File: src/rtl/zrts_pkg.sv
// zrts_pkg: shared codes, reset values and control types of the zone relay scheduler
// used by every module under rtl/, depends on nothing

package zrts_pkg;

  localparam int IDX_W = 6;   // covers the largest slot count
  localparam int MIN_W = 11;  // minute of day
  localparam int DAY_W = 9;
  localparam int BTN_ZONES = 6;

  localparam logic [2:0] MODE_TICK    = 3'd0;
  localparam logic [2:0] MODE_TICK_TS = 3'd1;
  localparam logic [2:0] MODE_MANUAL  = 3'd2;
  localparam logic [2:0] MODE_WRITE   = 3'd3;
  localparam logic [2:0] MODE_DELETE  = 3'd4;
  localparam logic [2:0] MODE_RESYNC  = 3'd5;

  localparam logic [1:0] ST_OK      = 2'd0;
  localparam logic [1:0] ST_REJECT  = 2'd1;
  localparam logic [1:0] ST_EMPTY   = 2'd2;

  localparam logic [1:0] REG_AUTO   = 2'd0;
  localparam logic [1:0] REG_DEB    = 2'd1;
  localparam logic [1:0] REG_MDEF   = 2'd2;
  localparam logic [1:0] REG_TMASK  = 2'd3;

  localparam logic [DAY_W-1:0] NEVER_DAY = 9'd511;
  localparam logic [MIN_W-1:0] NO_MINUTE = 11'd2047;
  localparam logic [31:0]      MS_PER_S  = 32'd1000;

  typedef struct packed {
    logic             load;    // latch the item
    logic             expire;  // deadline check of zone idx
    logic             check;   // decide on the schedule pass
    logic             sched;   // evaluate slot idx
    logic             btn;     // debounce zone idx
    logic             single;  // one-cycle command
    logic             finish;  // register the result
    logic [IDX_W-1:0] idx;
  } cmd_t;

  typedef struct packed {
    logic is_tick;
    logic sched_go;
  } stat_t;

endpackage

File: src/rtl/zrts_ctrl.sv
// zrts_ctrl: sequencer that walks zones and slots for one item
// depends on zrts_pkg

module zrts_ctrl #(
  parameter int ZONES = 6,
  parameter int SLOTS = 16
) (
  input  logic           clk,
  input  logic           rst,
  input  logic           start,
  output logic           busy,
  input  zrts_pkg::stat_t stat,
  output zrts_pkg::cmd_t  cmd
);
  import zrts_pkg::*;

  localparam logic [2:0] S_IDLE  = 3'd0;
  localparam logic [2:0] S_OP    = 3'd1;
  localparam logic [2:0] S_EXP   = 3'd2;
  localparam logic [2:0] S_CHK   = 3'd3;
  localparam logic [2:0] S_SCHED = 3'd4;
  localparam logic [2:0] S_BTN   = 3'd5;
  localparam logic [2:0] S_DONE  = 3'd6;

  logic [2:0]       state, state_next;
  logic [IDX_W-1:0] cnt, cnt_next;
  logic             last_zone, last_slot;

  assign last_zone = (cnt == IDX_W'(ZONES - 1));
  assign last_slot = (cnt == IDX_W'(SLOTS - 1));
  assign busy = (state != S_IDLE);

  always_comb begin
    state_next = state;
    cnt_next   = cnt;
    cmd        = '0;
    cmd.idx    = cnt;
    case (state)
      S_IDLE: begin
        if (start) begin
          cmd.load   = 1'b1;
          cnt_next   = '0;
          state_next = S_OP;
        end
      end
      S_OP: begin
        if (stat.is_tick) begin
          state_next = S_EXP;
        end else begin
          cmd.single = 1'b1;
          state_next = S_DONE;
        end
      end
      S_EXP: begin
        cmd.expire = 1'b1;
        cnt_next   = cnt + 1'b1;
        if (last_zone) begin
          cnt_next   = '0;
          state_next = S_CHK;
        end
      end
      S_CHK: begin
        cmd.check  = 1'b1;
        state_next = stat.sched_go ? S_SCHED : S_BTN;
      end
      S_SCHED: begin
        cmd.sched = 1'b1;
        cnt_next  = cnt + 1'b1;
        if (last_slot) begin
          cnt_next   = '0;
          state_next = S_BTN;
        end
      end
      S_BTN: begin
        cmd.btn  = 1'b1;
        cnt_next = cnt + 1'b1;
        if (last_zone) begin
          cnt_next   = '0;
          state_next = S_DONE;
        end
      end
      S_DONE: begin
        cmd.finish = 1'b1;
        state_next = S_IDLE;
      end
      default: state_next = S_IDLE;
    endcase
  end

  always_ff @(posedge clk) begin
    if (rst) begin
      state <= S_IDLE;
      cnt   <= '0;
    end else begin
      state <= state_next;
      cnt   <= cnt_next;
    end
  end

  a_cnt_range: assert property (@(posedge clk) disable iff (rst)
    (state == S_SCHED) |-> (cnt < IDX_W'(SLOTS))) else $error("slot walk out of range");
  a_finish_one: assert property (@(posedge clk) disable iff (rst)
    cmd.finish |=> !busy) else $error("finish not followed by idle");
  a_load_busy: assert property (@(posedge clk) disable iff (rst)
    cmd.load |=> busy) else $error("load did not start the sequence");

endmodule

File: src/rtl/zrts_dp.sv
// zrts_dp: zone, button and schedule state plus the shared zone drive logic
// depends on zrts_pkg, steered by zrts_ctrl

module zrts_dp #(
  parameter int ZONES = 6,
  parameter int SLOTS = 16
) (
  input  logic           clk,
  input  logic           rst,
  input  zrts_pkg::cmd_t  cmd,
  output zrts_pkg::stat_t stat,
  input  logic           auto_enabled,
  input  logic [15:0]    debounce_ms,
  input  logic [22:0]    manual_default_s,
  input  logic [5:0]     timed_zone_mask,
  input  logic [2:0]     mode,
  input  logic [31:0]    now_ms,
  input  logic [5:0]     buttons,
  input  logic [4:0]     hour,
  input  logic [5:0]     minute,
  input  logic [2:0]     weekday,
  input  logic [8:0]     year_day,
  input  logic [2:0]     zone,
  input  logic           turn_on,
  input  logic [22:0]    on_secs,
  input  logic [3:0]     slot,
  input  logic [6:0]     days_mask,
  output logic           done,
  output logic [5:0]     relays,
  output logic [5:0]     manual_flags,
  output logic           override_active,
  output logic           state_changed,
  output logic [1:0]     status
);
  import zrts_pkg::*;

  localparam int ZW = (ZONES > 1) ? $clog2(ZONES) : 1;
  localparam int SW = (SLOTS > 1) ? $clog2(SLOTS) : 1;

  // latched item
  logic [2:0]  m_mode;
  logic [31:0] m_now;
  logic [5:0]  m_btn;
  logic [4:0]  m_hour;
  logic [5:0]  m_min;
  logic [2:0]  m_wday;
  logic [8:0]  m_yday;
  logic [2:0]  m_zone;
  logic        m_on;
  logic [22:0] m_dur;
  logic [3:0]  m_slot;
  logic [6:0]  m_days;

  logic [ZONES-1:0] zone_on, zone_manual, btn_stable, btn_last;
  logic [31:0]      zone_deadline [ZONES];
  logic [31:0]      btn_time [ZONES];
  logic [SLOTS-1:0] slot_valid;
  logic [DAY_W-1:0] slot_last_day [SLOTS];
  logic [MIN_W-1:0] last_minute;
  logic [2:0]       e_zone [SLOTS];
  logic [4:0]       e_hour [SLOTS];
  logic [5:0]       e_min  [SLOTS];
  logic [22:0]      e_dur  [SLOTS];
  logic [6:0]       e_days [SLOTS];
  logic             chg;
  logic [1:0]       st;

  logic [ZW-1:0]    zi;
  logic [SW-1:0]    si, wsi;
  logic [MIN_W-1:0] mod;
  logic             zone_ok, slot_ok, slot_hit, ezone_ok;
  logic             wr_ok;

  assign zi  = cmd.idx[ZW-1:0];
  assign si  = cmd.idx[SW-1:0];
  assign wsi = 7'({3'b0, m_slot}) < 7'(SLOTS) ? SW'({3'b0, m_slot}) : '0;
  assign mod = MIN_W'(m_hour) * MIN_W'(60) + MIN_W'(m_min);
  assign zone_ok  = ({1'b0, m_zone} < 4'(ZONES));
  assign slot_ok  = ({3'b0, m_slot} < 7'(SLOTS));
  assign ezone_ok = ({1'b0, e_zone[si]} < 4'(ZONES));
  assign slot_hit = slot_valid[si] && (m_wday <= 3'd6) && e_days[si][m_wday] &&
                    (e_hour[si] == m_hour) && (e_min[si] == m_min) &&
                    (slot_last_day[si] != m_yday);
  assign wr_ok = slot_ok && zone_ok && (m_hour <= 5'd23) && (m_min <= 6'd59) &&
                 (m_dur != '0) && (m_days != '0);

  assign stat.is_tick  = (m_mode == MODE_TICK) || (m_mode == MODE_TICK_TS);
  assign stat.sched_go = (m_mode == MODE_TICK_TS) && auto_enabled && (|slot_valid) &&
                         (mod != last_minute);

  // button walk for zone zi
  logic        lvl, lvl_diff, btn_fire;
  logic [31:0] ct_eff, btn_age;
  assign lvl      = ({1'b0, zi} < 4'(BTN_ZONES)) ? m_btn[3'(zi)] : 1'b1;
  assign lvl_diff = (lvl != btn_last[zi]);
  assign ct_eff   = lvl_diff ? m_now : btn_time[zi];
  assign btn_age  = m_now - ct_eff;
  assign btn_fire = (btn_age >= {16'b0, debounce_ms}) && (lvl != btn_stable[zi]);

  // expiry check for zone zi
  logic [31:0] dl_diff;
  assign dl_diff = zone_deadline[zi] - m_now;

  // shared zone drive
  logic          drv_en, drv_on, drv_man;
  logic [ZW-1:0] drv_z;
  logic [22:0]   drv_secs, tgt;
  logic [31:0]   dl_new, dl_cur;
  logic          timed, drv_chg;

  always_comb begin
    drv_en   = 1'b0;
    drv_z    = zi;
    drv_on   = 1'b0;
    drv_man  = 1'b0;
    drv_secs = '0;
    if (cmd.expire) begin
      drv_en = (zone_deadline[zi] != '0) && ((dl_diff == '0) || dl_diff[31]);
    end else if (cmd.sched) begin
      drv_en   = slot_hit && ezone_ok;
      drv_z    = ZW'({1'b0, e_zone[si]});
      drv_on   = 1'b1;
      drv_secs = e_dur[si];
    end else if (cmd.btn) begin
      drv_en  = btn_fire && !lvl;
      drv_on  = !zone_on[zi];
      drv_man = 1'b1;
    end else if (cmd.single) begin
      drv_en   = (m_mode == MODE_MANUAL) && zone_ok;
      drv_z    = ZW'({1'b0, m_zone});
      drv_on   = m_on;
      drv_man  = 1'b1;
      drv_secs = m_dur;
    end
  end

  assign timed  = ({1'b0, drv_z} < 4'(BTN_ZONES)) && timed_zone_mask[3'(drv_z)];
  assign tgt    = (drv_secs == '0 && drv_man && timed) ? manual_default_s : drv_secs;
  assign dl_new = (tgt != '0) ? m_now + {9'b0, tgt} * MS_PER_S : 32'd0;
  assign dl_cur = zone_deadline[drv_z];

  always_comb begin
    if (drv_on) begin
      drv_chg = (zone_on[drv_z] != 1'b1) || (zone_manual[drv_z] != drv_man) ||
                (dl_cur != dl_new);
    end else begin
      drv_chg = zone_on[drv_z] || (dl_cur != '0) || zone_manual[drv_z];
    end
  end

  always_ff @(posedge clk) begin
    if (cmd.load) begin
      m_mode <= mode;      m_now  <= now_ms;   m_btn  <= buttons;
      m_hour <= hour;      m_min  <= minute;   m_wday <= weekday;
      m_yday <= year_day;  m_zone <= zone;     m_on   <= turn_on;
      m_dur  <= on_secs;   m_slot <= slot;     m_days <= days_mask;
    end
    if (cmd.single && m_mode == MODE_WRITE && wr_ok) begin
      e_zone[wsi] <= m_zone;
      e_hour[wsi] <= m_hour;
      e_min[wsi]  <= m_min;
      e_dur[wsi]  <= m_dur;
      e_days[wsi] <= m_days;
    end
  end

  always_ff @(posedge clk) begin
    if (rst) begin
      zone_on     <= '0;
      zone_manual <= '0;
      btn_stable  <= '1;
      btn_last    <= '1;
      slot_valid  <= '0;
      last_minute <= NO_MINUTE;
      chg         <= 1'b0;
      st          <= ST_OK;
      done        <= 1'b0;
      for (int i = 0; i < ZONES; i++) begin
        zone_deadline[i] <= '0;
        btn_time[i]      <= '0;
      end
      for (int i = 0; i < SLOTS; i++) slot_last_day[i] <= NEVER_DAY;
    end else begin
      done <= cmd.finish;
      if (cmd.load) begin
        chg <= 1'b0;
        st  <= ST_OK;
      end
      if (drv_en) begin
        chg <= chg | drv_chg;
        zone_on[drv_z] <= drv_on;
        zone_manual[drv_z] <= drv_on ? drv_man : 1'b0;
        zone_deadline[drv_z] <= drv_on ? dl_new : 32'd0;
      end
      if (cmd.check && stat.sched_go) last_minute <= mod;
      if (cmd.sched && slot_hit) slot_last_day[si] <= m_yday;
      if (cmd.btn) begin
        if (lvl_diff) begin
          btn_last[zi] <= lvl;
          btn_time[zi] <= m_now;
        end
        if (btn_fire) btn_stable[zi] <= lvl;
      end
      if (cmd.single) begin
        case (m_mode)
          MODE_WRITE: begin
            if (wr_ok) begin
              slot_valid[wsi]    <= 1'b1;
              slot_last_day[wsi] <= NEVER_DAY;
            end else begin
              st <= ST_REJECT;
            end
          end
          MODE_DELETE: begin
            if (slot_ok && slot_valid[wsi]) slot_valid[wsi] <= 1'b0;
            else st <= ST_EMPTY;
          end
          MODE_RESYNC: begin
            last_minute <= NO_MINUTE;
            for (int i = 0; i < SLOTS; i++) slot_last_day[i] <= NEVER_DAY;
          end
          default: ;
        endcase
      end
    end
  end

  // result register
  logic [5:0] on6, man6;
  always_comb begin
    on6  = '0;
    man6 = '0;
    for (int i = 0; i < BTN_ZONES; i++) begin
      if (i < ZONES) begin
        on6[i]  = zone_on[i];
        man6[i] = zone_manual[i];
      end
    end
  end

  always_ff @(posedge clk) begin
    if (cmd.finish) begin
      relays          <= on6;
      manual_flags    <= man6;
      override_active <= |(zone_on & zone_manual);
      state_changed   <= chg;
      status          <= st;
    end
  end

  a_off_clean: assert property (@(posedge clk) disable iff (rst)
    (drv_en && !drv_on) |=> !zone_manual[$past(drv_z)]) else $error("off left manual flag");
  a_status_tick: assert property (@(posedge clk) disable iff (rst)
    (cmd.finish && stat.is_tick) |-> (st == ST_OK)) else $error("tick with error status");
  a_done_pulse: assert property (@(posedge clk) disable iff (rst)
    done |=> !done) else $error("result strobe longer than one cycle");

endmodule

File: src/rtl/zone_relay_timer_scheduler_top.sv
// zone_relay_timer_scheduler_top: apb registers and the sequencer/datapath pair
// depends on zrts_pkg, zrts_ctrl, zrts_dp

// One command per transfer: start is taken when busy is low, and after the work
// the result shows for exactly one cycle with done high; the receiver cannot
// stall it. Manual, slot write, slot delete and resync commands are handled in a
// single step. A tick checks the zones for expiry one per cycle, then, when a
// schedule pass is due, walks the slots one per cycle through the single zone
// drive unit, then debounces the buttons one zone per cycle. Configuration is
// written over the apb port at byte offsets 0, 4, 8 and 12, and the user must write
// it only while the block is idle; the block itself does not enforce this.

module zone_relay_timer_scheduler_top #(
  parameter int ZONES = 6,
  parameter int SLOTS = 16
) (
  input  logic        clk,
  input  logic        rst,
  // apb configuration
  input  logic        psel,
  input  logic        penable,
  input  logic        pwrite,
  input  logic [3:0]  paddr,
  input  logic [31:0] pwdata,
  output logic [31:0] prdata,
  output logic        pready,
  // command transfer
  input  logic        start,
  output logic        busy,
  input  logic [2:0]  mode,
  input  logic [31:0] now_ms,
  input  logic [5:0]  buttons,
  input  logic [4:0]  hour,
  input  logic [5:0]  minute,
  input  logic [2:0]  weekday,
  input  logic [8:0]  year_day,
  input  logic [2:0]  zone,
  input  logic        turn_on,
  input  logic [22:0] on_secs,
  input  logic [3:0]  slot,
  input  logic [6:0]  days_mask,
  // result transfer
  output logic        done,
  output logic [5:0]  relays,
  output logic [5:0]  manual_flags,
  output logic        override_active,
  output logic        state_changed,
  output logic [1:0]  status
);
  import zrts_pkg::*;

  logic        auto_enabled;
  logic [15:0] debounce_ms;
  logic [22:0] manual_default_s;
  logic [5:0]  timed_zone_mask;
  logic        cfg_wr;

  assign pready = 1'b1;
  assign cfg_wr = psel && penable && pwrite;

  // register file, written in the access phase
  always_ff @(posedge clk) begin
    if (rst) begin
      auto_enabled     <= 1'b1;
      debounce_ms      <= 16'd50;
      manual_default_s <= 23'd900;
      timed_zone_mask  <= 6'd15;
    end else if (cfg_wr) begin
      case (paddr[3:2])
        REG_AUTO:  auto_enabled     <= pwdata[0];
        REG_DEB:   debounce_ms      <= pwdata[15:0];
        REG_MDEF:  manual_default_s <= pwdata[22:0];
        REG_TMASK: timed_zone_mask  <= pwdata[5:0];
        default: ;
      endcase
    end
  end

  always_comb begin
    case (paddr[3:2])
      REG_AUTO:  prdata = {31'b0, auto_enabled};
      REG_DEB:   prdata = {16'b0, debounce_ms};
      REG_MDEF:  prdata = {9'b0, manual_default_s};
      REG_TMASK: prdata = {26'b0, timed_zone_mask};
      default:   prdata = '0;
    endcase
  end

  cmd_t  cmd;
  stat_t stat;

  zrts_ctrl #(.ZONES(ZONES), .SLOTS(SLOTS)) u_ctrl (
    .clk(clk), .rst(rst), .start(start), .busy(busy), .stat(stat), .cmd(cmd)
  );

  zrts_dp #(.ZONES(ZONES), .SLOTS(SLOTS)) u_dp (
    .clk(clk), .rst(rst), .cmd(cmd), .stat(stat),
    .auto_enabled(auto_enabled), .debounce_ms(debounce_ms),
    .manual_default_s(manual_default_s), .timed_zone_mask(timed_zone_mask),
    .mode(mode), .now_ms(now_ms), .buttons(buttons), .hour(hour), .minute(minute),
    .weekday(weekday), .year_day(year_day), .zone(zone), .turn_on(turn_on),
    .on_secs(on_secs), .slot(slot), .days_mask(days_mask),
    .done(done), .relays(relays), .manual_flags(manual_flags),
    .override_active(override_active), .state_changed(state_changed), .status(status)
  );

  a_accept_busy: assert property (@(posedge clk) disable iff (rst)
    (start && !busy) |=> busy) else $error("accepted command did not raise busy");
  a_done_idle: assert property (@(posedge clk) disable iff (rst)
    done |-> !busy) else $error("result while still busy");
  a_ovr: assert property (@(posedge clk) disable iff (rst)
    (done && override_active && ZONES <= 6) |-> ((relays & manual_flags) != 6'd0))
    else $error("override without an on manual zone");

endmodule

File: config.mk
export PLATFORM = sky130hd
export DESIGN_NAME = zone_relay_timer_scheduler_top
export DESIGN_NICKNAME = d
export VERILOG_FILES = /design/src/rtl/zrts_pkg.sv /design/src/rtl/zrts_ctrl.sv /design/src/rtl/zrts_dp.sv /design/src/rtl/zone_relay_timer_scheduler_top.sv
export SDC_FILE = /design/constraint.sdc
export NUM_CORES = 2
export LEC_CHECK = 0
export ABC_AREA = 1
export CAP_MARGIN = 15
export CORE_MARGIN = 3
export CORE_UTILIZATION = 48
export DETAILED_ROUTE_END_ITERATION = 10
export DONT_BUFFER_PORTS = 1
export GPL_ROUTABILITY_DRIVEN = 1
export SYNTH_ARGS = -nofsm -noshare
export SYNTH_HDL_FRONTEND = slang
export SYNTH_SLANG_ARGS = --single-unit
File: constraint.sdc
create_clock -name clk -period 10.2 [get_ports clk]
set_input_delay 0.51 -clock clk [delete_from_list [all_inputs] [get_ports clk]]
set_output_delay 0.51 -clock clk [all_outputs]
set_load 0.03 [all_outputs]
==> results.json <==
{
  "yosysMostFrequentCell": "edfxtp_1",
  "ys_ff_latch": 1592,
  "synth.largest_area_cell": "edfxtp_1",
  "setup.worst_path.class": "reg -> reg",
  "synthTopCellsByArea": "edfxtp_1, nand2_1, o21ai_0",
  "rr_endpoint": "u_dp.chg$_SDFFE_PP0P_",
  "drtIter0Drc": 6755,
  "post-route-drc-count": 0,
  "max_slew_margin_pct": 22.3,
  "clock_latency_ns": 0.86,
  "grt_pass1_vias": 58494,
  "via_per_inst": 5.88,
  "die_x_microns": 413,
  "place_congestion": 0.970,
  "fin_area_sq_um": 90200,
  "clockRootBuffer": "clkbuf_16",
  "setup_viol": 0,
  "ys_top_cells_by_count": "edfxtp_1, nand2_1, nor2_1",
  "wire_per_inst_microns": 24.3,
  "avgSynthCellArea_sq_um": 10.0,
  "drv_cap": 0,
  "cp_slowest_cell": "fa_1",
  "worstMarginPinSlew_ns": 1.16,
  "cts_tree": "built",
  "synth_top_area_share_pct": 55.9,
  "clock_path_buffers": 3,
  "setup.worst_path.end_class": "register",
  "initial_core_util_pct": 48.5,
  "fin_crit_ns": 9.59,
  "ios": 195,
  "grt_util_all_layers_pct": 29.4,
  "cpPeakStageDelay_ns": 0.56,
  "reg2reg_slack_ns": 0.61,
  "h-tree-depth": 4,
  "rr_worst_depth": 57,
  "crit_end": "u_dp.chg$_SDFFE_PP0P_",
  "skew_ns": 0.0671,
  "std_cell_rows": 148,
  "max_freq_ghz": 0.104,
  "drive_above_1_share_pct": 8.51,
  "setup_tns_ns": 0,
  "synthCells": 7932,
  "die_h_microns": 413,
  "fin_ws_ns": 0.615,
  "worstPathMaxFanout": 41,
  "yosysUniqueCellTypes": 61,
  "final_nets": 8607,
  "crit_arrival_ns": 10.29,
  "syn_area_sq_um": 79400,
  "drt-total-wl_microns": 255000,
  "synthFlopType": "edfxtp_1",
  "hp-class": "in -> reg",
  "synth_edf_count": 1478,
  "clkSinkCount": 1592,
  "place_ws_ns": 0.188,
  "seq_area_frac_synth_pct": 58.8,
  "antenna_found_initial": 9,
  "cp_common_cell": "nand2_1",
  "hold_viol_final": 0,
  "hpwl_microns": 158000,
  "grt_pass1_wl_microns": 372000,
  "ant_nets": 0,
  "die_area_sq_um": 170000,
  "numCtsBuffers": 169,
  "yosys_warnings": 0,
  "grt-ovfl-total": 0,
  "num_vias": 61659,
  "cp.required_ns": 10.90,
  "ys_async_sr_fraction_pct": 0,
  "area.growth.synth_to_final_pct": 13.6,
  "port_buffers": 0,
  "coreArea_sq_um": 164000,
  "placed_area_sq_um": 83200,
  "period_share_pct": 94.0,
  "start_kind": "register",
  "status": "completed",
  "clk_pin_slew_worst_paths_ns": 0.06,
  "firstDrtPassIters": 6,
  "grt_max_degree": 164,
  "drv_slew": 0
}
[per-layer routing]
layer  vias up  track usage, %  share of wire (%)
met5         -               0              0.013
met2      2929            46.6                 46
met4         6            12.7                4.7
met3       548            4.93                9.0
li1      28083               -                  -
met1     30093            39.9                 40
[metrics by stage]
stage / instances / util, % / hold slack [ns]
after floorplan: 7940 / - / 0.409
after global placement: 10041 / 50.9 / 0.453
after detailed placement: 10041 / 50.9 / 0.458
after CTS: 10479 / 55.1 / 0.0208
after global routing: 10484 / 55.1 / 0.0702
final: 10484 / 55.1 / 0.0802
[repair_timing]
item | CTS | global route
gates resized for setup | 0 | 27
setup buffers | 0 | 3
endpoints found under the setup margin | 0 | 52
endpoints found under the hold margin | 167 | 0
hold buffers | 128 | 0
[cell usage in the layout (no fill, tap or decap), types with 33 or more instances in the layout]
cell type,Yosys,final
clkinv_2,0,33
clkinv_1,11,47
nor3_1,53,36
nand4_1,42,42
dfxtp_1,114,110
nor2_1,1081,1071
fa_1,93,93
o21ai_0,831,820
xnor2_1,50,48
buf_4,23,338
inv_1,679,676
o211ai_1,54,54
o21ai_1,38,45
nand3_1,493,488
o22ai_1,78,78
xor2_1,81,81
a21oi_1,365,364
ha_1,201,201
edfxtp_1,1478,1478
clkbuf_16,0,172
o221ai_1,140,140
dlygate4sd3_1,0,128
nand2_1,1353,1335
a31oi_1,70,69
[worst min-delay path by stage]
| stage | from | end | slack, ns | cells past startpoint |
|---|---|---|---|---|
| final | start | u_ctrl.state[1]$_SDFFE_PP0P_ | 0.08 | 3 |
| after global routing | start | u_ctrl.state[1]$_SDFFE_PP0P_ | 0.07 | 3 |
| after CTS | start | u_ctrl.state[1]$_SDFFE_PP0P_ | 0.02 | 3 |
| after detailed placement | u_dp.btn_last[5]$_SDFFE_PP1P_ | u_dp.btn_last[5]$_SDFFE_PP1P_ | 0.46 | 2 |
| after global placement | u_dp.btn_last[5]$_SDFFE_PP1P_ | u_dp.btn_last[5]$_SDFFE_PP1P_ | 0.45 | 2 |
| after floorplan | u_dp.st[0]$_SDFF_PP0_ | u_dp.status[0]$_DFFE_PP_ | 0.41 | 0 |
[kinds of logic after synthesis]
logic type               count (synthesis)  share of synthesized area, %
AND/OR/NAND/NOR                       3103                          16.1
XOR/XNOR                               131                          1.45
flip-flops                            1592                          58.8
adder cells (fa/ha/maj)                294                          5.52
other                                    2                       0.00946
AO/OA/AOI/OAI                         1681                          12.1
buffers and inverters                 1129                          6.01
[sequential cells by signal, summed over array words and instances (netlist names), 7 cells and up, named ones only]
name,cells
u_dp.e_dur,368
u_dp.btn_time,256
u_dp.zone_deadline,256
u_dp.slot_last_day,144
u_dp.e_days,112
u_dp.e_min,96
u_dp.e_hour,80
u_dp.e_zone,48
u_dp.m_now,32
manual_default_s,23
u_dp.m_dur,23
debounce_ms,16
u_dp.last_minute,11
u_dp.m_yday,9
u_dp.m_days,7
[cell type report]
cell class / count / area (sq um)
well taps: 2175 / 2720
multi-input cells: 5219 / 28200
repair buffers: 491 / 4310
clock buffers: 209 / 4500
diodes: 1 / 2.50
fillers: 14166 / 73300
clock inverters: 101 / 1080
flip-flops and latches: 1592 / 46700
inverters: 696 / 2630
[worst max-delay path, delay by kind of cell, from the launching register on]
kind / cells / cell delay (ns)
compound gates: 10 / 1.46
simple gates: 26 / 3.09
buf+inv: 14 / 1.65
flops: 1 / 0.39
xor+xnor: 1 / 0.16
fa+ha+maj: 6 / 2.66
Power is not shown: default switching activity piles up to over one toggle a cycle in this logic, so the estimate is an artifact.
